===== src/rtl/core/dgem_pkg.sv =====
// ----------------------------------------------------------------------------
// dgem_pkg
// Types, register indexes and the per-channel clamp shared by the diagonal
// emboss filter modules.
// ----------------------------------------------------------------------------
package dgem_pkg;

  localparam int CHAN_W     = 8;
  localparam int PIX_W      = 3 * CHAN_W;
  localparam int FWIDTH_W   = 11;
  localparam int FHEIGHT_W  = 13;
  localparam int ROW_W      = 12;
  localparam int CFG_DATA_W = 13;
  localparam int MIN_SIZE   = 3;
  localparam int MAX_HEIGHT = 4096;
  localparam int BIAS       = 128;
  localparam int CHAN_MAX   = 255;

  localparam logic [FWIDTH_W-1:0]  FWIDTH_RESET  = 11'd640;
  localparam logic [FHEIGHT_W-1:0] FHEIGHT_RESET = 13'd480;

  typedef logic [1:0] cfg_index_t;

  localparam cfg_index_t REG_FRAME_WIDTH  = 2'd0;
  localparam cfg_index_t REG_FRAME_HEIGHT = 2'd1;
  localparam cfg_index_t REG_ENGRAVE_MODE = 2'd2;

  typedef logic [PIX_W-1:0] pix_t;

  typedef struct packed {
    logic [FWIDTH_W-1:0]  frame_width;
    logic [FHEIGHT_W-1:0] frame_height;
    logic                 engrave_mode;
  } cfg_t;

  typedef struct packed {
    logic emit;
    logic last;
  } pos_t;

  function automatic logic [CHAN_W-1:0] clamp_diff(input logic [CHAN_W-1:0] plus,
                                                   input logic [CHAN_W-1:0] minus);
    logic signed [CHAN_W+1:0] t;
    logic [CHAN_W-1:0]        res;
    t = $signed({2'b00, plus}) - $signed({2'b00, minus}) + (CHAN_W+2)'(BIAS);
    if (t < 0) begin
      res = '0;
    end else if (t > (CHAN_W+2)'(CHAN_MAX)) begin
      res = CHAN_W'(CHAN_MAX);
    end else begin
      res = t[CHAN_W-1:0];
    end
    return res;
  endfunction

endpackage


===== src/rtl/core/dgem_ctrl.sv =====
// ----------------------------------------------------------------------------
// dgem_ctrl
// Column and row counters with frame-size saturation; gives the line-store
// address and whether the current transfer produces an interior result.
// ----------------------------------------------------------------------------
module dgem_ctrl #(
  parameter int MAX_WIDTH = 1024,
  parameter int CW        = 10
) (
  input  logic            clk,
  input  logic            rst,
  input  dgem_pkg::cfg_t  cfg,
  input  logic            accept,
  output logic [CW-1:0]   col,
  output dgem_pkg::pos_t  pos
);
  import dgem_pkg::*;

  localparam int WW = $clog2(MAX_WIDTH + 1);

  logic [CW-1:0]        col_q;
  logic [ROW_W-1:0]     row_q;
  logic [CW-1:0]        col_next;
  logic [ROW_W-1:0]     row_next;
  logic [WW-1:0]        w;
  logic [FHEIGHT_W-1:0] h;
  logic [CW-1:0]        c_t;
  logic [FHEIGHT_W-1:0] r_t;
  logic [WW:0]          c_inc;
  logic [FHEIGHT_W-1:0] r_inc;

  always_comb begin
    if (32'(cfg.frame_width) < MIN_SIZE) begin
      w = WW'(MIN_SIZE);
    end else if (32'(cfg.frame_width) > MAX_WIDTH) begin
      w = WW'(MAX_WIDTH);
    end else begin
      w = WW'(cfg.frame_width);
    end
    if (32'(cfg.frame_height) < MIN_SIZE) begin
      h = FHEIGHT_W'(MIN_SIZE);
    end else if (32'(cfg.frame_height) > MAX_HEIGHT) begin
      h = FHEIGHT_W'(MAX_HEIGHT);
    end else begin
      h = cfg.frame_height;
    end
  end

  // wrap held counters against the current size first
  always_comb begin
    if (WW'(col_q) >= w) begin
      c_t = '0;
      r_t = {1'b0, row_q} + FHEIGHT_W'(1);
    end else begin
      c_t = col_q;
      r_t = {1'b0, row_q};
    end
    if (r_t >= h) begin
      r_t = '0;
    end
  end

  always_comb begin
    c_inc = {1'b0, WW'(c_t)} + (WW+1)'(1);
    r_inc = r_t + FHEIGHT_W'(1);
    if (c_inc >= {1'b0, w}) begin
      col_next = '0;
      row_next = (r_inc >= h) ? '0 : r_inc[ROW_W-1:0];
    end else begin
      col_next = c_inc[CW-1:0];
      row_next = r_t[ROW_W-1:0];
    end
  end

  always_ff @(posedge clk) begin
    if (rst) begin
      col_q <= '0;
      row_q <= '0;
    end else if (accept) begin
      col_q <= col_next;
      row_q <= row_next;
    end
  end

  assign col      = c_t;
  assign pos.emit = (r_t >= FHEIGHT_W'(2)) && (WW'(c_t) >= WW'(2));
  assign pos.last = (r_t == h - FHEIGHT_W'(1)) && (WW'(c_t) == w - WW'(1));

endmodule


===== config.mk =====
export PLATFORM = sky130hd
export DESIGN_NAME = dgem_ctrl
export DESIGN_NICKNAME = d
export VERILOG_FILES = /design/src/rtl/core/dgem_pkg.sv /design/src/rtl/core/dgem_ctrl.sv
export SDC_FILE = /design/constraint.sdc
export NUM_CORES = 1
export LEC_CHECK = 0
export BUFFER_PORTS_ARGS = -buffer_cell sky130_fd_sc_hd__buf_2
export CORE_ASPECT_RATIO = 0.6
export CORE_MARGIN = 2
export CORE_UTILIZATION = 39
export DETAILED_ROUTE_END_ITERATION = 12
export PLACE_DENSITY = 0.67
export SETUP_SLACK_MARGIN = 0.4
export SKIP_CTS_REPAIR_TIMING = 1
export SYNTH_ARGS = -nofsm -noshare
export SYNTH_HDL_FRONTEND = slang
export SYNTH_SLANG_ARGS = --single-unit
export TNS_END_PERCENT = 1

===== constraint.sdc =====
create_clock -name clk -period 8.2 [get_ports clk]
set_input_delay 1.23 -clock clk [delete_from_list [all_inputs] [get_ports clk]]
set_output_delay 1.23 -clock clk [all_outputs]
set_load 0.1 [all_outputs]

==> metrics.txt, run 1 <==
status=finished, final reports clean; endpoints failing hold=0; Total GRT Usage=24.7%; TritonCTS buffer count=3; global-route wire length before repair=23500 um; vias in the first global route=4439; largest family of logic cells by synthesized area=simple AND/OR/NAND/NOR gates; critical path arrival=6.83 ns; clock-pin slew on the worst setup and hold paths=0.06 ns; final core utilization=51.0%; Sink Count=22; met1 GRT Util=38.1%; RSZ-0062 raised after global routing=true; fraction of the mapped netlist area in compound gates=29.3%; fin area=5420 um^2; most used flip-flop cell after synthesis=dfxtp_1; Netlist cell types=83; via-per-instance ratio=6.19; chip width=139 um; switching power total=0.184 mW; Setup Total Neg Slack=0 ns; Placed Instance Area=5090 um^2; Final Power=0.458 mW; PortBufs=38; worst setup margin=0.137 ns; initial antenna violation count=1; power per cell area=84.4 nW/um^2; vias=4973; Synth Cell Area=4280 um^2; GR peak layer=met1; Worst Tran Pin Value=0.740 ns; grt ovf=0; Routed WL=15100 um; share of cells above drive strength 1=26.2%; Root Buffer=clkbuf_16; max-cap viol count=0; CTS tree=built; gpl congestion=0.958; DRC viols=0; mux cell area share after synthesis=0.234%; leak pwr=2.33 nW; Adder-Cell Fraction of Synth Area=15.8%; Hold WC Path Type=flip-flop to flip-flop; GR Util met2=34.0%; Peak supply drop=0.0791 mV; WL/cell=18.8 um; Seq pwr share=25.1%; Slowest Stage Delay on Critical Path=0.42 ns; worst-path maximum fanout=6; Layout Cells excl Fill=804; simple-gate share of the synthesized area=29.9%; Layout area overhead=26.6%; Avg Cell Area, Syn=7.45 um^2; Post-synth EDFFs=0; Setup-failing EPs final=0; fmax=124 MHz; async set-reset flop share out of synthesis=0%; pre-CTS setup slack=-0.0162 ns; fill cell count=1013; H-tree depth=1; period utilization=98.3%; slowest cell on the critical path=a2111o_1; row count=29; Clock Power Share=26.5%; first-iteration detailed-routing DRC count=532; placed cell count=784; Synth Register Bits=22; Worst EP required=6.97 ns; yosys warns=0; CTS Buffer Depth=2; initial core utilization=40.3%; synthesized net count=657; 1st-pass router iterations=6; io pins=40; Post-DRT Antenna Nets=0; post-detail-place hpwl=12200 um; synthesized instance count=575; Die ar.=11900 um^2; Setup CP Type=input port to output port; met3 usage=7.28%; Sw Share=40.2%; Internal Power=0.274 mW; # nets final=747; Max Slew Vio Count=0; sequential element share of the synthesized area=10.3%; Worst Clk Skew=0.00156 ns; Multi-input gate area=3820 um^2; combinational share of power=48.4%; Core Region=10600 um^2; startpoint types=input port; largest net degree at the start of global routing=24; register area=440 um^2; Die Ht=85.2 um; Post-Synth XOR/XNOR Area=9.26%; Min Clock Period, post-route=8.06 ns; worst hold slack=0.555 ns; Max-slew headroom=50.6%; Critical Path End Type=output port; Clk Latency, worst-skew pair=0.27 ns
## worst max-delay path, delay by kind of cell
family | cells | cell delay [ns]
simple gates | 14 | 2.61
compound gates | 6 | 1.64
fa+ha+maj | 3 | 0.74
buf+inv | 4 | 0.58
## metal layers
layer	up-vias	share of wire [%]	wire length (um)
met5	-	0	0
met4	0	0.87	131
met3	19	12	1830
met2	264	39	5960
met1	2345	48	7180
li1	2345	-	-
## registers in the layout, summed over array words and instances (netlist names)
register and count:
row_q 12, col_q 10
## synth_stat cells (12+ instances only)
cell / count / area share (%)
clkbuf_1: 18 / 1.6
nand4_1: 12 / 1.8
nand3_1: 20 / 2.3
ha_1: 54 / 16
dfxtp_1: 22 / 10
nand2_1: 52 / 4.6
xnor2_1: 21 / 4.3
a21oi_1: 26 / 3.0
o21ai_0: 23 / 2.7
nor3_1: 19 / 2.2
xor2_1: 18 / 3.7
inv_1: 26 / 2.3
a22oi_1: 12 / 2.1
nor2_1: 47 / 4.1
## path summary, 6_finish.rpt
check,from,endpoint,slack [ns],depth (start not counted)
worst max-delay path,cfg[20],pos[0],0.14,27
worst min-delay path,row_q[4],row_q[4],0.55,2
worst max register to register,col_q[6],row_q[7],1.64,29
worst min register to register,row_q[4],row_q[4],0.55,2
## cell type report
type	count	share of cell area (%)
clock buffer	4	1.64
multi-input combinational	497	70.4
sequential	22	8.13
inverter	30	2.08
antenna	1	0.0462
timing repair buffer	111	14.5
tap	139	3.21
## power groups by stage
stage          clock network [mW]  registers [mW]  logic [mW]
2_1_floorplan                   0           0.115       0.132
3_5_place_dp                    0           0.117       0.199
5_1_grt                     0.125           0.115       0.240
6_report                    0.121           0.115       0.221
3_3_place_gp                    0           0.117       0.193
4_1_cts                     0.122           0.115       0.200
## logic make-up (layout without fill, tap and decap cells)
kind of cell / Yosys count / count (layout)
other cells: 0 / 1
fa+ha+maj: 54 / 54
xor+xnor: 42 / 42
flops: 22 / 22
compound gates: 165 / 165
mux: 1 / 1
buf+inv: 56 / 145
simple gates: 235 / 235
## cell usage in the layout, fill, tap and decap left out, drive strengths merged, types with 19 or more instances in the layout
cell type,Yosys,routed
a21oi,31,31
buf,8,111
dfxtp,22,22
ha,54,54
inv,29,29
nand2,52,52
nand3,20,20
nor2,48,48
nor3,21,21
o21ai,28,28
xnor2,22,22
xor2,19,19
Note: power is estimated with default switching activity, not from simulation.
==> run 2, diff against run 1 <==
Settings changed: CORE_MARGIN 2 to not set, GPL_TIMING_DRIVEN set to 0.
==> run 2 against run 1 <==
Against the previous run:
- the flow now finishes with violations (negative setup slack)
- clock-buffer cell count unchanged
- final area decreased by 0.92%
- register-to-register slack got worse by 0.04 ns
- setup slack got worse by 0.21 ns
- total power decreased by 1.3%
- largest cell class unchanged
==> metrics.txt, run 2 (same netlist as run 1, synthesis figures left out) <==
status=finished, violations left; failing checks=negative setup slack; Hold WC Path Type=flip-flop to flip-flop; period utilization=101% (+2.6 points); critical path arrival=7.04 ns (+0.21 ns); Routed WL=15900 um (+4.9%); fill cell count=983 (-3.0%); worst setup margin=-0.0734 ns (-0.210 ns); largest registers=row_q (12), col_q (10); clock-pin slew on the worst setup and hold paths=0.06 ns (about the same); Sink Count=22 (unchanged); largest net degree at the start of global routing=13 (-46%); CTS tree=built; final core utilization=50.5% (-0.47 points); DRC viols=0 (unchanged); register area=440 um^2 (unchanged); Die ar.=11400 um^2 (-3.8%); row count=29 (unchanged); Core Region=10600 um^2 (unchanged); Root Buffer=clkbuf_16; number of antenna diodes=0 (-1); fin area=5370 um^2 (-0.92%); chip width=137 um (-1.4%); CTS Buffer Depth=2 (unchanged); max-cap viol count=0 (unchanged); Top reg by flops=row_q; PortBufs=35 (-7.9%); endpoints failing hold=0 (unchanged); Setup CP Type=input port to output port; leak pwr=2.20 nW (-5.3%); Slowest Stage Delay on Critical Path=0.40 ns (-0.02 ns); vias in the first global route=4418 (-0.47%); Setup-failing EPs final=1 (+1); Placed Instance Area=4740 um^2 (-6.9%); 1st-pass router iterations=5 (-1); Critical Path End Type=output port; Crit path max-delay family=simple AND/OR/NAND/NOR gates; Worst EP required=6.97 ns (about the same); share of cells above drive strength 1=24.1% (-2.1 points); via-per-instance ratio=6.47 (+4.6%); vias=5064 (+1.8%); TritonCTS buffer count=3 (unchanged); CP bufs+invs=3 (-1); pre-CTS setup slack=-1.13 ns (-1.12 ns); WL/cell=20.2 um (+7.7%); RSZ-0062 raised after global routing=true; H-tree depth=1 (unchanged); Min Clock Period, post-route=8.27 ns (+0.210 ns); slowest cell on the critical path=or3_4; # nets final=727 (-2.7%); post-detail-place hpwl=12400 um (+1.6%); Max Slew Vio Count=0 (unchanged); initial antenna violation count=0 (-1); most frequent cells in the layout=ha_1, nand2_1, nor2_1, buf_2, buf_4; fmax=121 MHz (-2.5%); number of flip-flops in the largest register=12 (unchanged); Clk Latency, worst-skew pair=0.26 ns (about the same); gpl congestion=0.957 (about the same); Multi-input gate area=3980 um^2 (+4.2%); io pins=40 (unchanged); initial core utilization=40.3% (unchanged); Worst Tran Pin Value=0.670 ns (-0.0697 ns); Total GRT Usage=27.0% (+2.3 points); Layout area overhead=25.4%; commonest non-fill, non-tap cell in the layout=ha_1; Die Ht=83.2 um (-2.3%); Worst Clk Skew=0.00489 ns (+0.00333 ns); Max-slew headroom=55.1% (+4.5 points); power per cell area=84.1 nW/um^2 (-0.34%); Peak supply drop=0.0830 mV (+4.9%); Post-DRT Antenna Nets=0 (unchanged); first-iteration detailed-routing DRC count=602 (+13%); global-route wire length before repair=23700 um (+0.91%); startpoint types=input port; worst-path maximum fanout=6 (unchanged); grt ovf=0 (unchanged)
==> run 2: power by group <==
| part | internal [mW] | switching, mW | leakage (nW) |
|---|---|---|---|
| Clock | 0.0748 | 0.0450 | 0.0442 |
| Combinational | 0.0818 | 0.135 | 1.98 |
| Sequential | 0.110 | 0.00596 | 0.179 |
==> run 2: per-layer routing <==
metal / vias up / track usage [%] / routed length (um)
li1: 2301 / - / -
met1: 2421 / 42.2 / 7320
met2: 318 / 35.9 / 6310
met3: 24 / 8.36 / 2060
met4: 0 / 3.30 / 168
met5: - / 0 / 0
==> run 2: path summary, 6_finish.rpt <==
path | startpoint | to | slack [ns] | cells past startpoint
worst min register to register | row_q[1] | row_q[1] | 0.55 | 2
worst min-delay path | row_q[1] | row_q[1] | 0.55 | 2
worst max register to register | col_q[9] | row_q[7] | 1.60 | 28
worst max-delay path | cfg[22] | pos[0] | -0.07 | 26
==> run 2: worst min-delay path: stages (launching register included) <==
cell and delay, ns:
dfxtp_1 0.35, nand2_1 0.08, a31oi_1 0.07
==> run 2: cell type report <==
class	count	area share [%]
multi-input cells	497	74.0
flip-flops and latches	22	8.20
repair buffers	65	7.95
well taps	139	3.24
plain buffers	26	2.73
inverters	30	2.21
clock buffers	4	1.65
==> run 2: metrics by stage <==
step / std cells / power (mW) / hold WS, ns / TNS (ns)
after floorplan: 575 / 0.247 / 0.495 / -0.0192
after global placement: 749 / 0.296 / 0.540 / -13.03
after detailed placement: 749 / 0.301 / 0.541 / -13.30
after CTS: 753 / 0.421 / 0.552 / -9.93
after global routing: 783 / 0.474 / 0.597 / -0.538
final: 783 / 0.452 / 0.555 / -0.0734
==> run 3, diff against run 2 <==
Settings changed: CTS_BUF_LIST set to sky130_fd_sc_hd__clkbuf_8.
==> run 3 against run 2 <==
Against the previous run:
- the run still ends with negative setup slack left
- wire length down 0.18%
- die area did not move
- register-to-register slack about the same
- critical path depth did not move
- clock skew down 0.0012 ns
- combinational power barely moved
- utilization shrank 0.68 points
- cell count shrank 0.51%
- non-clock buffer count shrank 4
- via count decreased by 0.95%
- largest cell class unchanged
- highest routed layer unchanged
==> metrics.txt, run 3 (same netlist as run 1, synthesis figures left out) <==
largest net degree at the start of global routing=13 (unchanged); status=finished, violations left; failing checks=negative setup slack; TritonCTS buffer count=3 (unchanged); io pins=40 (unchanged); Hold WC Path Type=flip-flop to flip-flop; RSZ-0062 raised after global routing=true; Peak supply drop=0.0787 mV (-5.2%); fin area=5300 um^2 (-1.4%); initial core utilization=40.3% (unchanged); slowest cell on the critical path=or3_4; Post-DRT Antenna Nets=0 (unchanged); 1st-pass router iterations=5 (unchanged); CTS tree=built; Setup CP Type=input port to output port; register area=440 um^2 (unchanged); fmax=121 MHz (-0.12%); Clock Power Share=20.6% (-5.9 points); worst setup margin=-0.0837 ns (-0.0102 ns); pre-CTS setup slack=-1.13 ns (unchanged); endpoints failing hold=0 (unchanged); Total GRT Usage=27.0% (about the same); Crit. Startpoint=cfg[22]; Setup-failing EPs final=1 (unchanged); Max Slew Vio Count=0 (unchanged); startpoint types=input port; fill cell count=996 (+1.3%); Clk Latency, worst-skew pair=0.28 ns (+0.02 ns); Root Buffer=clkbuf_8; R2R Path Start=col_q[9]; number of antenna diodes=0 (unchanged); vias in the first global route=4414 (-0.091%); vias=5016 (-0.95%); worst-path maximum fanout=5 (-1); number of flip-flops in the largest register=12 (unchanged); Internal Power=0.235 mW (-12%); via-per-instance ratio=6.44 (-0.44%); chip width=137 um (unchanged); Worst Tran Pin Value=0.677 ns (+0.00729 ns); Core Region=10600 um^2 (unchanged); Worst Clk Skew=0.00370 ns (-0.00120 ns); most frequent cells in the layout=nand2_1, ha_1, nor2_1, buf_2, inv_1; Placed Instance Area=4740 um^2 (unchanged); Min Clock Period, post-route=8.28 ns (+0.0102 ns); Final Power=0.417 mW (-7.7%); Top reg by flops=row_q; worst-case reg-to-reg path depth=28 (unchanged); DRC viols=0 (unchanged); grt ovf=0 (unchanged); Seq pwr share=27.7% (+2.1 points); Routed WL=15800 um (-0.18%); row count=29 (unchanged); Multi-input gate area=3940 um^2 (-0.94%); global-route wire length before repair=23700 um (about the same); r2r setup slk=1.61 ns (about the same); # nets final=723 (-0.55%); first-iteration detailed-routing DRC count=746 (+24%); leak pwr=2.18 nW (-0.86%); Setup Total Neg Slack=-0.0837 ns (-0.0102 ns); Sw Share=43.7% (+2.6 points); worst hold slack=0.561 ns (+0.00571 ns); Slowest Stage Delay on Critical Path=0.40 ns (about the same); PortBufs=35 (unchanged); H-tree depth=1 (unchanged); Critical Path End Type=output port; WL/cell=20.3 um (+0.34%); CTS Buffer Depth=2 (unchanged); Layout area overhead=23.7%; Layout Cells excl Fill=779 (-0.51%); placed cell count=749 (unchanged); max-cap viol count=0 (unchanged); power per cell area=78.7 nW/um^2 (-6.4%); post-detail-place hpwl=12400 um (unchanged); Max-slew headroom=54.7% (-0.43 points); switching power total=0.182 mW (-1.9%); Die ar.=11400 um^2 (unchanged); Die Ht=83.2 um (unchanged); CP endpoint=pos[0]; Sink Count=22 (unchanged); clock-pin slew on the worst setup and hold paths=0.09 ns (+0.03 ns); gpl congestion=0.957 (unchanged); initial antenna violation count=0 (unchanged); period utilization=101% (+0.12 points); critical path arrival=7.05 ns (about the same); worst r2r dst=row_q[7]; combinational share of power=51.7% (+3.8 points); Worst EP required=6.97 ns (about the same); largest registers=row_q (12), col_q (10); final core utilization=49.8% (-0.68 points); share of cells above drive strength 1=23.0% (-1.1 points)
run 3: final cells by class:
cell class,count,share of cell area [%]
plain buffers,26,2.74
clock buffers,4,1.04
inverters,30,2.20
multi-input cells,497,74.3
flip-flops and latches,22,8.31
well taps,139,3.28
repair buffers,61,8.10
run 3: worst max-delay path, delay by kind of cell:
kind,cells,cell delay (ns)
compound gates,6,1.63
xor+xnor,1,0.15
simple gates,13,2.56
buf+inv,3,0.52
fa+ha+maj,3,0.96
run 3: power groups by stage:
stage / registers, mW / logic, mW / clock network, mW
after floorplan: 0.115 / 0.132 / 0
after global placement: 0.117 / 0.179 / 0
after detailed placement: 0.117 / 0.184 / 0
after CTS: 0.115 / 0.185 / 0.0859
after global routing: 0.116 / 0.231 / 0.0908
final: 0.115 / 0.216 / 0.0860
run 3: worst min-delay path by stage:
stage	depth (start not counted)	start	endpoint	slack, ns
after floorplan	2	row_q[4]	row_q[4]	0.50
after global placement	2	row_q[1]	row_q[1]	0.54
after detailed placement	2	row_q[1]	row_q[1]	0.54
after CTS	2	row_q[1]	row_q[1]	0.56
after global routing	2	row_q[1]	row_q[1]	0.60
final	2	row_q[1]	row_q[1]	0.56
run 3: metal layers:
layer | up-vias | wire length, um | part of all wire, % | track usage (%)
li1 | 2292 | - | - | -
met1 | 2400 | 7390 | 47 | 42.2
met2 | 294 | 6260 | 40 | 35.7
met3 | 30 | 1980 | 12 | 8.36
met4 | 0 | 194 | 1.2 | 3.30
met5 | - | 0 | 0 | 0
