--- config.mk ---
export PLATFORM = sky130hd
export DESIGN_NAME = dgem_out_stage_flat
export DESIGN_NICKNAME = d
export VERILOG_FILES = /design/src/rtl/core/dgem_pkg.sv /design/src/rtl/core/dgem_res_if.sv /design/src/rtl/core/dgem_out_stage.sv /design/src/flat_wrapper.sv
export SDC_FILE = /design/constraint.sdc
export NUM_CORES = 1
export LEC_CHECK = 0
export BUFFER_PORTS_ARGS = -buffer_cell sky130_fd_sc_hd__buf_2
export CORE_MARGIN = 10
export CORE_UTILIZATION = 45
export CTS_CLUSTER_SIZE = 16
export DETAILED_ROUTE_END_ITERATION = 7
export PLACE_DENSITY = 0.71
export RECOVER_POWER = 100
export SYNTH_ARGS = -nofsm -noshare
export SYNTH_HDL_FRONTEND = slang
export SYNTH_SLANG_ARGS = --single-unit
--- constraint.sdc ---
create_clock -name clk -period 3.4 [get_ports clk]
set_clock_uncertainty 0.05 [all_clocks]
set_input_delay 0.85 -clock clk [delete_from_list [all_inputs] [get_ports clk]]
set_output_delay 0.85 -clock clk [all_outputs]
set_load 0.02 [all_outputs]
--- src/rtl/core/dgem_pkg.sv ---
// ----------------------------------------------------------------------------
// dgem_pkg
// Types, register indexes and the per-channel clamp shared by the diagonal
// emboss filter modules.
// ----------------------------------------------------------------------------
package dgem_pkg;

  localparam int CHAN_W     = 8;
  localparam int PIX_W      = 3 * CHAN_W;
  localparam int FWIDTH_W   = 11;
  localparam int FHEIGHT_W  = 13;
  localparam int ROW_W      = 12;
  localparam int CFG_DATA_W = 13;
  localparam int MIN_SIZE   = 3;
  localparam int MAX_HEIGHT = 4096;
  localparam int BIAS       = 128;
  localparam int CHAN_MAX   = 255;

  localparam logic [FWIDTH_W-1:0]  FWIDTH_RESET  = 11'd640;
  localparam logic [FHEIGHT_W-1:0] FHEIGHT_RESET = 13'd480;

  typedef logic [1:0] cfg_index_t;

  localparam cfg_index_t REG_FRAME_WIDTH  = 2'd0;
  localparam cfg_index_t REG_FRAME_HEIGHT = 2'd1;
  localparam cfg_index_t REG_ENGRAVE_MODE = 2'd2;

  typedef logic [PIX_W-1:0] pix_t;

  typedef struct packed {
    logic [FWIDTH_W-1:0]  frame_width;
    logic [FHEIGHT_W-1:0] frame_height;
    logic                 engrave_mode;
  } cfg_t;

  typedef struct packed {
    logic emit;
    logic last;
  } pos_t;

  function automatic logic [CHAN_W-1:0] clamp_diff(input logic [CHAN_W-1:0] plus,
                                                   input logic [CHAN_W-1:0] minus);
    logic signed [CHAN_W+1:0] t;
    logic [CHAN_W-1:0]        res;
    t = $signed({2'b00, plus}) - $signed({2'b00, minus}) + (CHAN_W+2)'(BIAS);
    if (t < 0) begin
      res = '0;
    end else if (t > (CHAN_W+2)'(CHAN_MAX)) begin
      res = CHAN_W'(CHAN_MAX);
    end else begin
      res = t[CHAN_W-1:0];
    end
    return res;
  endfunction

endpackage

--- src/rtl/core/dgem_res_if.sv ---
// ----------------------------------------------------------------------------
// dgem_res_if
// Result channel: valid/ready with one filtered pixel per transfer.
// ----------------------------------------------------------------------------
interface dgem_res_if;
  logic       valid;
  logic       ready;
  logic [7:0] blue_out;
  logic [7:0] green_out;
  logic [7:0] red_out;
  logic       frame_last;

  modport source (output valid, output blue_out, output green_out, output red_out,
                  output frame_last, input ready);
  modport sink (input valid, input blue_out, input green_out, input red_out,
                input frame_last, output ready);
endinterface

--- src/rtl/core/dgem_out_stage.sv ---
// ----------------------------------------------------------------------------
// dgem_out_stage
// Per-channel difference and clamp into the result register; decouples the
// result channel from the pixel channel.
// ----------------------------------------------------------------------------
module dgem_out_stage (
  input  logic            clk,
  input  logic            rst,
  input  logic            accept,
  input  dgem_pkg::pos_t  pos,
  input  logic            engrave,
  input  dgem_pkg::pix_t  later,
  input  dgem_pkg::pix_t  earlier,
  output logic            free,
  dgem_res_if.source      res
);
  import dgem_pkg::*;

  logic              valid;
  logic [CHAN_W-1:0] ch_res [3];
  logic [CHAN_W-1:0] blue;
  logic [CHAN_W-1:0] green;
  logic [CHAN_W-1:0] red;
  logic              last;

  always_comb begin
    for (int i = 0; i < 3; i++) begin
      ch_res[i] = engrave ? clamp_diff(earlier[i*CHAN_W +: CHAN_W], later[i*CHAN_W +: CHAN_W])
                          : clamp_diff(later[i*CHAN_W +: CHAN_W], earlier[i*CHAN_W +: CHAN_W]);
    end
  end

  always_ff @(posedge clk) begin
    if (rst) begin
      valid <= 1'b0;
    end else if (accept) begin
      valid <= pos.emit;
    end else if (res.ready) begin
      valid <= 1'b0;
    end
  end

  always_ff @(posedge clk) begin
    if (accept && pos.emit) begin
      blue  <= ch_res[0];
      green <= ch_res[1];
      red   <= ch_res[2];
      last  <= pos.last;
    end
  end

  assign free           = !valid || res.ready;
  assign res.valid      = valid;
  assign res.blue_out   = blue;
  assign res.green_out  = green;
  assign res.red_out    = red;
  assign res.frame_last = last;

endmodule

--- src/flat_wrapper.sv ---
// flat-port wrapper written by rule: the top's interface ports become plain ports
module dgem_out_stage_flat import dgem_pkg::*;
  (clk, rst, accept, pos, engrave, later, earlier, free, res_valid, res_blue_out, res_green_out, res_red_out, res_frame_last, res_ready);
  dgem_res_if res_i ();
  input  logic clk;
  input  logic rst;
  input  logic accept;
  input  dgem_pkg::pos_t pos;
  input  logic engrave;
  input  dgem_pkg::pix_t later;
  input  dgem_pkg::pix_t earlier;
  output logic free;
  output wire logic [$bits(res_i.valid)-1:0] res_valid;
  output wire logic [$bits(res_i.blue_out)-1:0] res_blue_out;
  output wire logic [$bits(res_i.green_out)-1:0] res_green_out;
  output wire logic [$bits(res_i.red_out)-1:0] res_red_out;
  output wire logic [$bits(res_i.frame_last)-1:0] res_frame_last;
  input wire logic [$bits(res_i.ready)-1:0] res_ready;
  assign res_valid = res_i.valid;
  assign res_blue_out = res_i.blue_out;
  assign res_green_out = res_i.green_out;
  assign res_red_out = res_i.red_out;
  assign res_frame_last = res_i.frame_last;
  assign res_i.ready = res_ready;
  dgem_out_stage u_core (.clk(clk), .rst(rst), .accept(accept), .pos(pos), .engrave(engrave), .later(later), .earlier(earlier), .free(free), .res(res_i));
endmodule
==> reports/metrics.csv, run 1 <==
stage,metric,value,unit
detailed_routing,drt_iter0_markers,100,
setup_path,reg2reg_from,u_core.res.valid$_SDFFE_PP0P_,
setup_path,crit_path_end_kind,flop,
cells_and_area,multi_input_area,2502,µm²
run_status,outcome,"finished, final reports clean",
sta,hold_slack,546.2,ps
yosys,synth_warnings,0,
sta,fmax,0.3088,GHz
clock_tree,cts_buffers,3,
sta,setup_viol,0,
floorplanning,rows,32,
clock_tree,root_buffer,clkbuf_8,
cells_and_area,drive_gt1_frac,0.1936,
yosys,synth.avg_cell_area,8.416,µm²
global_route,grt-ovfl-total,0,
worst_hold_path,min_path_type,flop to flop,
global_route,grt_pass1_vias,3270,
sta,relSlewSlack,0.1471,
setup_path,crit_path_start_kind,input pin,
cells_and_area,layout_common_cells,"inv_1, ha_1, buf_2",
clock_tree,cts_tree,built,
pwr,p_clk_frac,0.156,
sta,tns,0,ps
detailed_routing,drc_errors,0,
floorplanning,start_util,0.4626,
pwr,p_total,1.589,mW
setup_path,cp_max_fo,6,
setup_path,critPathKind,input pin to flop,
setup_path,crit_end,u_core.res.red_out[6]$_DFFE_PP_,
detailed_routing,vias_per_cell,5.254,
detailed_routing,avgRoutedWirePerCell,13.43,µm
yosys,synth-seq-cells,26,
setup_path,worstPathRequired,3440,ps
cells_and_area,antenna_cells,0,
setup_path,worstSetupStartpoint,later[16],
floorplanning,io_pins,82,
cells_and_area,regArea,770.7,µm²
pwr,switching_share,0.3878,
global_route,grt_pass1_wl,14120,µm
yosys,yosysSeqAreaShare,0.2145,
global_route,antenna_found_initial,0,
pwr,switchingPower,0.6163,mW
clock_tree,worstSkewPairLatency,260,ps
pwr,ir_drop,0.1814,mV
sta,rsz0062_at_grt,false,
clock_tree,path_clk_slew,80,ps
cells_and_area,fillers,730,
sta,post-route-min-period,3239,ps
sta,worstMarginPinSlew,1279,ps
pwr,intPower,0.9729,mW
placement,io_buffers,81,
clock_tree,cts_max_path_buffers,2,
setup_path,r2r_cells,3,
setup_path,reg2reg_to,u_core.res.valid$_SDFFE_PP0P_,
run,drv_cap,0,
yosys,synth_nets,542,
setup_path,ff2ff_setup_slack,2610,ps
global_route,grt_usage,0.1378,
sta,slew_violations,0,
detailed_routing,drtAntennaViolNets,0,
pwr,seqPwrFrac,0.273,
pwr,comb_power_share,0.571,
cells_and_area,final_common_cell,inv_1,
yosys,yosysUniqueCellTypes,40,
detailed_routing,routed_wl,8512,µm
clock_tree,htreeDepth,1,
floorplanning,die_h,109.4,µm
yosys,postSynthCellCount,427,
pwr,powerDensity,365.3,nW/µm²
placement,pre_cts_ws,-196.6,ps
sta,finalCritPeriodShare,0.9525,
cells_and_area,num-nets-final,648,
placement,place.gp.congestion,0.9132,
setup_path,crit_arrival,3280,ps
sta,worst_slack,161.3,ps
yosys,synth_area,3593,µm²
clock_tree,hold_buffers,0,
clock_tree,cts_sinks,26,
cells_and_area,synthToLayoutAreaGrowth,21.07,%
pwr,p_leak,2.129,nW
floorplanning,die_x,109.4,µm
detailed_routing,first_pass_iters,5,
cells_and_area,fin_util,0.5601,
sta,finalHoldViolCount,0,
placement,dp_hpwl,7340,µm
floorplanning,coreArea,7767,µm²
global_route,grt_max_degree,27,
floorplanning,dieArea,11960,µm²
detailed_routing,via_count,3331,
[cell type report]
class                   instances  share of cell area
multi-input cells             318              0.5752
flip-flops and latches         26              0.1772
repair buffers                119              0.1458
inverters                      65             0.05608
well taps                     102             0.02934
clock buffers                   3            0.009491
clock inverters                 1            0.006903
[worst min path at each step]
stage	endpoint	depth (start not counted)	from	slack [ps]
3_5_place_dp	u_core.res.valid$_SDFFE_PP0P_	3	u_core.res.valid$_SDFFE_PP0P_	530
6_report	u_core.res.valid$_SDFFE_PP0P_	3	u_core.res.valid$_SDFFE_PP0P_	550
4_1_cts	u_core.res.valid$_SDFFE_PP0P_	3	u_core.res.valid$_SDFFE_PP0P_	540
3_3_place_gp	u_core.res.valid$_SDFFE_PP0P_	3	u_core.res.valid$_SDFFE_PP0P_	500
5_1_grt	u_core.res.valid$_SDFFE_PP0P_	3	u_core.res.valid$_SDFFE_PP0P_	600
2_1_floorplan	u_core.res.valid$_SDFFE_PP0P_	3	u_core.res.valid$_SDFFE_PP0P_	760
[power by group through the flow]
stage / sequential (mW) / clock, mW / combinational [mW]
6_report: 0.434 / 0.248 / 0.907
5_1_grt: 0.437 / 0.268 / 1.02
4_1_cts: 0.432 / 0.258 / 0.928
3_5_place_dp: 0.439 / 0 / 0.924
3_3_place_gp: 0.438 / 0 / 0.898
2_1_floorplan: 0.490 / 0 / 0.566
[sequential cells by signal (all words and copies together) (netlist names)]
signal and flops:
u_core.res.frame_last 1, u_core.res.green_out 8, u_core.res.red_out 8, u_core.res.blue_out 8, u_core.res.valid 1
[synth_stat cells, drive strengths merged]
| cell | count | area share |
|---|---|---|
| nor3 | 7 | 0.0097 |
| a311o | 1 | 0.0028 |
| a2111o | 6 | 0.019 |
| buf | 6 | 0.014 |
| dfxtp | 1 | 0.0056 |
| nand2 | 26 | 0.027 |
| o41ai | 4 | 0.0097 |
| a21o | 17 | 0.036 |
| nand3 | 1 | 0.0014 |
| mux2i | 3 | 0.0084 |
| xor2 | 18 | 0.048 |
| a31oi | 1 | 0.0017 |
| a311oi | 3 | 0.0091 |
| nand4 | 7 | 0.012 |
| a21oi | 37 | 0.053 |
| o21a | 6 | 0.013 |
| xnor2 | 18 | 0.044 |
| nand2b | 14 | 0.024 |
| clkbuf | 12 | 0.013 |
| ha | 54 | 0.19 |
| edfxtp | 25 | 0.21 |
| a2111oi | 3 | 0.011 |
| nor2 | 20 | 0.021 |
| o21ba | 1 | 0.0028 |
| fa | 6 | 0.033 |
| inv | 65 | 0.068 |
| o211ai | 7 | 0.015 |
| and2 | 1 | 0.0017 |
| nor4b | 2 | 0.0049 |
| o21bai | 2 | 0.0042 |
| a211oi | 8 | 0.017 |
| nor2b | 2 | 0.0035 |
| o21ai | 34 | 0.047 |
| o22ai | 9 | 0.024 |
[stage by stage]
step | cells | instance area [µm²]
after detailed placement | 629 | 4310
after floorplan | 427 | 3593
after global placement | 629 | 4310
final | 634 | 4350
after CTS | 633 | 4382
after global routing | 634 | 4350
[cell families (layout without fill, tap and decap cells)]
kind of cell	count (synthesis)	count (layout)	share of synthesized area
buffers and inverters	83	188	0.09401
AOI/OAI and AO/OA	139	139	0.2639
adders and majority gates	60	60	0.2215
DFF	26	26	0.2145
and+or+nand+nor	80	80	0.1058
xor gates and xnor gates	36	36	0.09192
muxes	3	3	0.008357
[repair_timing]
action	4_1_cts	5_1_grt
gates resized for setup	0	2
endpoints found under the setup margin	0	5
setup buffers	0	1
endpoints found under the hold margin	0	0
[worst max-delay path: stages]
cell and delay (ps):
buf_2 90, buf_4 90, ha_1 150, inv_1 50, fa_1 410, a21o_1 170
a21o_1 210, a21oi_1 250, ha_1 320, inv_1 90, clkbuf_1 200, o21ai_0 120
o22ai_1 250
[per-layer routing]
layer  vias to the layer above  global-route usage  share of wire
li1                       1705                   -              -
met1                      1555              0.1688           0.44
met2                        67              0.2483           0.50
met3                         4             0.02575          0.056
met4                         0             0.02230         0.0042
met5                         -                   0              0
Note: power is estimated with default switching activity, not from simulation.
==> run 2: changes to the inputs <==
--- a/config.mk
+++ b/config.mk
@@ -10,7 +10,7 @@
 export CORE_UTILIZATION = 45
 export CTS_CLUSTER_SIZE = 16
 export DETAILED_ROUTE_END_ITERATION = 7
-export PLACE_DENSITY = 0.71
+export PLACE_DENSITY = 0.68
 export RECOVER_POWER = 100
 export SYNTH_ARGS = -nofsm -noshare
 export SYNTH_HDL_FRONTEND = slang
==> constraint.sdc (replaced) <==
create_clock -name clk -period 3.48 [get_ports clk]
set_clock_uncertainty 0.05 [all_clocks]
set_input_delay 0.348 -clock clk [delete_from_list [all_inputs] [get_ports clk]]
set_output_delay 0.348 -clock clk [all_outputs]
set_load 0.02 [all_outputs]
==> run 2 against run 1 <==
Net effect:
- the flow now finishes with violations (capacitance limit, slew limit)
- power down 8.0%
- non-clock buffer count shrank 37
- core utilization down 3.7 points
- setup slack improved by 180 ps
- first-iteration DRC count grew 35%
- cell count shrank 5.8%
- sequential power decreased by 3%
- sequential share of layout area is 1.2 points higher
- die area stayed put
==> reports/metrics.csv, run 2 (synthesis gave the netlist of run 1 again) <==
stage,metric,value,unit,change
placement,placed_cells,593,,-5.7%
setup_path,cp_cell_sequence,buf_2 > inv_1 > ha_1 > inv_1 > fa_1 > a21o_1 > a21oi_1 > nor2_1 > a2111oi_2 > ha_1 > inv_1 > o41ai_1 > o22ai_1,,
sta,finalHoldViolCount,0,,unchanged
setup_path,worstPathRequired,3440,ps,about the same
clock_tree,cts_setup_buffers,0,,unchanged
floorplanning,dieArea,11960,µm²,unchanged
worst_hold_path,min_path_type,input pin to flop,,
floorplanning,die_x,109.4,µm,unchanged
detailed_routing,drc_errors,0,,unchanged
sta,tns,0,ps,unchanged
setup_path,critPathMaxStageDelay,470,ps,+60 ps
cells_and_area,final_common_cell,inv_1,,
detailed_routing,routed_wl,8444,µm,-0.80%
global_route,grt_pass1_wl,13870,µm,-1.8%
floorplanning,die_h,109.4,µm,unchanged
cells_and_area,synthToLayoutAreaGrowth,13.09,%,
global_route,grt_max_degree,27,,unchanged
floorplanning,start_util,0.4626,,unchanged
sta,worstMarginPinSlew,1615,ps,+336.1 ps
setup_path,cp_max_fo,7,,+1
detailed_routing,dr_wl_met2,4094,µm,-3.4%
global_route,grt_pass1_vias,3106,,-5.0%
run,drv_cap,1,,+1
floorplanning,rows,32,,unchanged
detailed_routing,avgRoutedWirePerCell,14.14,µm,+5.3%
detailed_routing,first_pass_iters,6,,+1
detailed_routing,via_count,3219,,-3.4%
clock_tree,cts_tree,built,,
cells_and_area,num-nets-final,611,,-5.7%
pwr,powerDensity,359.7,nW/µm²,-1.5%
run_status,violations,"capacitance limit, slew limit",,
pwr,ir_drop,0.1914,mV,+5.5%
pwr,switching_share,0.4005,,+0.01267
clock_tree,path_clk_slew,90,ps,about the same
global_route,grt_usage,0.1364,,-0.001356
clock_tree,htreeDepth,1,,unchanged
setup_path,crit_path_end_kind,flop,,
sta,post-route-min-period,3142,ps,
detailed_routing,top_layer,met4,,
detailed_routing,drt-met1-wl,3700,µm,-1.5%
cells_and_area,antenna_cells,0,,unchanged
setup_path,cp_num_buf_inv,4,,-1
clock_tree,worstSkewPairLatency,270,ps,about the same
clock_tree,root_buffer,clkbuf_8,,
run_status,outcome,finished with violations,,
clock_tree,hold_buffers,0,,unchanged
cells_and_area,fillers,762,,+4.4%
cells_and_area,fin_util,0.5232,,-0.03689
clock_tree,post_cts_resized,0,,unchanged
placement,dp_hpwl,7081,µm,-3.5%
placement,io_buffers,81,,unchanged
cells_and_area,drive_gt1_frac,0.1333,,-0.06028
sta,finalCritPeriodShare,0.9028,,
sta,setup_viol,0,,unchanged
setup_path,cp_common_cell,inv_1,,
pwr,comb_power_share,0.542,,-0.029
setup_path,cpMaxStageDelayCell,a2111oi_2,,
global_route,antenna_found_initial,0,,unchanged
setup_path,crit_family,compound AO/OA/AOI/OAI gates,,
pwr,p_leak,1.959,nW,-8.0%
sta,slew_violations,27,,+27
placement,place.gp.congestion,0.8794,,-3.7%
detailed_routing,vias_per_cell,5.392,,+2.6%
pwr,switchingPower,0.5854,mW,-5.0%
floorplanning,io_pins,82,,unchanged
sta,rsz0062_at_grt,false,,
sta,relSlewSlack,-0.07757,,-0.2247
detailed_routing,wl_met3,588,µm,+23%
setup_path,critPathKind,input pin to flop,,
cells_and_area,layout_common_cells,"inv_1, ha_1, buf_2",,
clock_tree,cts_buffers,3,,unchanged
pwr,seqPwrFrac,0.289,,+0.016
clock_tree,cts_sinks,26,,unchanged
detailed_routing,drt_iter0_markers,135,,+35%
pwr,p_clk_frac,0.168,,+0.012
setup_path,crit_path_start_kind,input pin,,
setup_path,crit_arrival,3100,ps,-180 ps
cells_and_area,layout.cells.non_filler,597,,-5.8%
global_route,grt-ovfl-total,0,,unchanged
sta,fmax,0.3183,GHz,
pwr,intPower,0.8763,mW,-9.9%
detailed_routing,drtAntennaViolNets,0,,unchanged
floorplanning,coreArea,7767,µm²,unchanged
clock_tree,cts_max_path_buffers,2,,unchanged
## run 2: changes by cell type in the layout (fill, tap and decap cells not counted)
cell / delta
a2111oi_0: +1
a2111oi_1: +1
a2111oi_2: -1
a2111oi_4: -1
a21oi_1: +1
a21oi_2: -1
buf_2: -2
buf_4: -29
clkbuf_1: -3
clkbuf_2: -1
clkbuf_4: -2
## run 2: through the flow
stage                     cell area [µm²]  hold slack [ps]  setup WS, ps  total power, mW
after CTS                            4111            171.7         448.0            1.478
final                                4064            173.9         338.1            1.462
after global routing                 4064            168.4         150.3            1.578
after floorplan                      3593            369.4         643.7            1.031
after global placement               4040            458.1         348.5            1.208
after detailed placement             4040            463.4         167.7            1.232
## run 2: area by class of cell
cell class	instances	area, µm²	share of cell area
flip-flops and latches	26	770.7	0.1897
clock buffers	3	41.29	0.01016
clock inverters	1	30.03	0.007389
multi-input cells	318	2475	0.6090
well taps	102	127.6	0.03140
repair buffers	82	375.4	0.09236
inverters	65	244.0	0.06004
## run 2: final timing paths
kind              cells after the start  slack [ps]                     startpoint                               to
hold reg to reg                       3         540  u_core.res.valid$_SDFFE_PP0P_    u_core.res.valid$_SDFFE_PP0P_
hold / removal                        2         170                            rst    u_core.res.valid$_SDFFE_PP0P_
setup / recovery                     13         340                      later[16]  u_core.res.red_out[6]$_DFFE_PP_
setup reg to reg                      3        2700  u_core.res.valid$_SDFFE_PP0P_    u_core.res.valid$_SDFFE_PP0P_
## run 2: worst register-to-register path: cells and delay by family (launching register included)
kind,cells,cell delay [ps]
flops,1,340
compound gates,1,190
simple gates,2,140
## run 2: metal layers
layer / track usage / vias to the layer above
li1: - / 1627
met3: 0.02575 / 8
met1: 0.1709 / 1484
met5: 0 / -
met4: 0.02974 / 0
met2: 0.2376 / 100
## run 2: power groups by stage
stage	logic, mW	clock network [mW]	registers, mW
4_1_cts	0.806	0.250	0.422
2_1_floorplan	0.553	0	0.478
5_1_grt	0.889	0.262	0.427
3_3_place_gp	0.780	0	0.428
3_5_place_dp	0.803	0	0.428
6_report	0.793	0.246	0.423
==> run 3: changes to the inputs <==
--- a/config.mk
+++ b/config.mk
@@ -6,7 +6,7 @@
 export NUM_CORES = 1
 export LEC_CHECK = 0
 export BUFFER_PORTS_ARGS = -buffer_cell sky130_fd_sc_hd__buf_2
-export CORE_MARGIN = 10
+export CORE_MARGIN = 5
 export CORE_UTILIZATION = 45
 export CTS_CLUSTER_SIZE = 16
 export DETAILED_ROUTE_END_ITERATION = 7
==> run 3 against run 2 <==
Net effect:
- the flow still finishes with violations (capacitance limit, slew limit)
- sequential share of layout area barely moved
- clock power barely moved
- global-route usage grew 2.0 points
- setup slack gained 52 ps
- combinational power fell by 1%
==> reports/metrics.csv, run 3 (synthesis gave the netlist of run 1 again) <==
stage,metric,value,unit,change
run_status,outcome,finished with violations,,
run_status,violations,"capacitance limit, slew limit",,
global_route,antenna_found_initial,0,,unchanged
setup_path,ff2ff_setup_slack,2700,ps,about the same
sta,fmax,0.3237,GHz,+1.7%
placement,pre_cts_ws,291.7,ps,+124.0 ps
clock_tree,post_cts_resized,0,,unchanged
clock_tree,cts_max_path_buffers,2,,unchanged
sta,slew_violations,27,,unchanged
cells_and_area,layout_common_cells,"inv_1, ha_1, buf_2",,
floorplanning,dieArea,9872,µm²,-17%
cells_and_area,antenna_cells,0,,unchanged
placement,dp_hpwl,6579,µm,-7.1%
setup_path,crit_arrival,3040,ps,-60 ps
setup_path,crit_path_start_kind,input pin,,
placement,dpl-instance-area,4040,µm²,unchanged
placement,place.gp.congestion,0.9060,,+3.0%
global_route,grt_pass1_vias,3026,,-2.6%
global_route,grt_usage,0.1561,,+0.01966
sta,hold_slack,178.3,ps,+4.423 ps
sta,worst_slack,390.3,ps,+52.25 ps
floorplanning,rows,32,,unchanged
setup_path,worstPathRequired,3430,ps,about the same
sta,finalCritPeriodShare,0.8878,,-0.01501
clock_tree,htreeDepth,1,,unchanged
clock_tree,worstSkewPairLatency,260,ps,about the same
global_route,grt-ovfl-total,0,,unchanged
detailed_routing,via_count,3226,,+0.22%
worst_hold_path,whs_path_depth,2,,unchanged
detailed_routing,first_pass_iters,4,,-2
pwr,ir_drop,0.1979,mV,+3.4%
global_route,grt_pass1_wl,13340,µm,-3.8%
floorplanning,die_h,99.36,µm,-9.1%
sta,post-route-min-period,3090,ps,-52.25 ps
cells_and_area,final_area,4065,µm²,about the same
worst_hold_path,hold_path_startpoint,rst,,
cells_and_area,num-nets-final,611,,unchanged
detailed_routing,routed_wl,7908,µm,-6.3%
run,drv_cap,1,,unchanged
cells_and_area,drive_gt1_frac,0.1333,,unchanged
clock_tree,root_buffer,clkbuf_8,,
sta,setup_viol,0,,unchanged
cells_and_area,layout.cells.non_filler,597,,unchanged
setup_path,critPathKind,input pin to flop,,
detailed_routing,drtAntennaViolNets,0,,unchanged
clock_tree,cts_tree,built,,
sta,finalHoldViolCount,0,,unchanged
floorplanning,die_x,99.36,µm,-9.1%
cells_and_area,synthToLayoutAreaGrowth,13.13,%,about the same
pwr,p_leak,1.956,nW,-0.12%
detailed_routing,vias_per_cell,5.404,,+0.22%
pwr,powerDensity,357.3,nW/µm²,-0.65%
worst_hold_path,min_path_type,input pin to flop,,
detailed_routing,avgRoutedWirePerCell,13.25,µm,-6.3%
setup_path,cp_max_fo,6,,-1
clock_tree,cts_buffers,3,,unchanged
floorplanning,start_util,0.4626,,unchanged
setup_path,crit_path_end_kind,flop,,
sta,relSlewSlack,-0.06712,,+0.01045
clock_tree,path_clk_slew,80,ps,about the same
cells_and_area,final_common_cell,inv_1,,
floorplanning,coreArea,7767,µm²,unchanged
global_route,grt_max_degree,27,,unchanged
sta,worstMarginPinSlew,1600,ps,-15.67 ps
clock_tree,hold_buffers,0,,unchanged
placement,placed_cells,593,,unchanged
detailed_routing,drt_iter0_markers,133,,-1.5%
setup_path,reg2reg_to,u_core.res.valid$_SDFFE_PP0P_,,
placement,io_buffers,81,,unchanged
clock_tree,cts_sinks,26,,unchanged
setup_path,reg2reg_from,u_core.res.valid$_SDFFE_PP0P_,,
worst_hold_path,min_to,u_core.res.valid$_SDFFE_PP0P_,,
detailed_routing,drc_errors,0,,unchanged
sta,rsz0062_at_grt,false,,
floorplanning,io_pins,82,,unchanged
setup_path,r2r_cells,3,,unchanged
clock_tree,cts_setup_buffers,0,,unchanged
sta,tns,0,ps,unchanged
-- run 3: power breakdown --
part           leakage, nW  internal, mW  switching (mW)  total [mW]
clock               0.0357         0.154          0.0905       0.244
combinational         1.68         0.312           0.473       0.785
sequential           0.241         0.410          0.0135       0.423
-- run 3: how the worst max path moves through the flow --
stage	start	endpoint
after floorplan	later[16]	u_core.res.red_out[6]$_DFFE_PP_
after global placement	later[0]	u_core.res.blue_out[6]$_DFFE_PP_
after detailed placement	later[16]	u_core.res.red_out[6]$_DFFE_PP_
after CTS	later[16]	u_core.res.red_out[6]$_DFFE_PP_
after global routing	later[8]	u_core.res.green_out[6]$_DFFE_PP_
final	later[8]	u_core.res.green_out[6]$_DFFE_PP_
-- run 3: layout make-up --
class / count / area, µm²
Fill cell: 777 / 3702
Multi-Input combinational cell: 318 / 2477
Sequential cell: 26 / 770.7
Timing Repair Buffer: 82 / 374.1
Inverter: 65 / 244.0
Tap cell: 102 / 127.6
Clock buffer: 3 / 41.29
Clock inverter: 1 / 30.03
-- run 3: metal layers --
metal  track usage  vias up  wire, µm
li1              -     1630         -
met1        0.2080     1495      3581
met2        0.2717       91      3849
met3       0.02454       10       409
met4       0.02416        0        67
met5             0        -         0
-- run 3: stage by stage --
stage,utilization,power [mW]
after floorplan,-,1.031
after global placement,0.5201,1.206
after detailed placement,0.5201,1.223
after CTS,0.5293,1.468
after global routing,0.5234,1.569
final,0.5234,1.453
-- run 3: critical path, stage by stage --
cell       delay, ps
clkbuf_1          90
inv_1             50
ha_1             150
inv_1             50
fa_1             390
a21o_1           170
a21oi_1          190
nor2_1            70
a2111oi_0        570
ha_1             350
inv_1            120
o41ai_1          340
o22ai_1          140
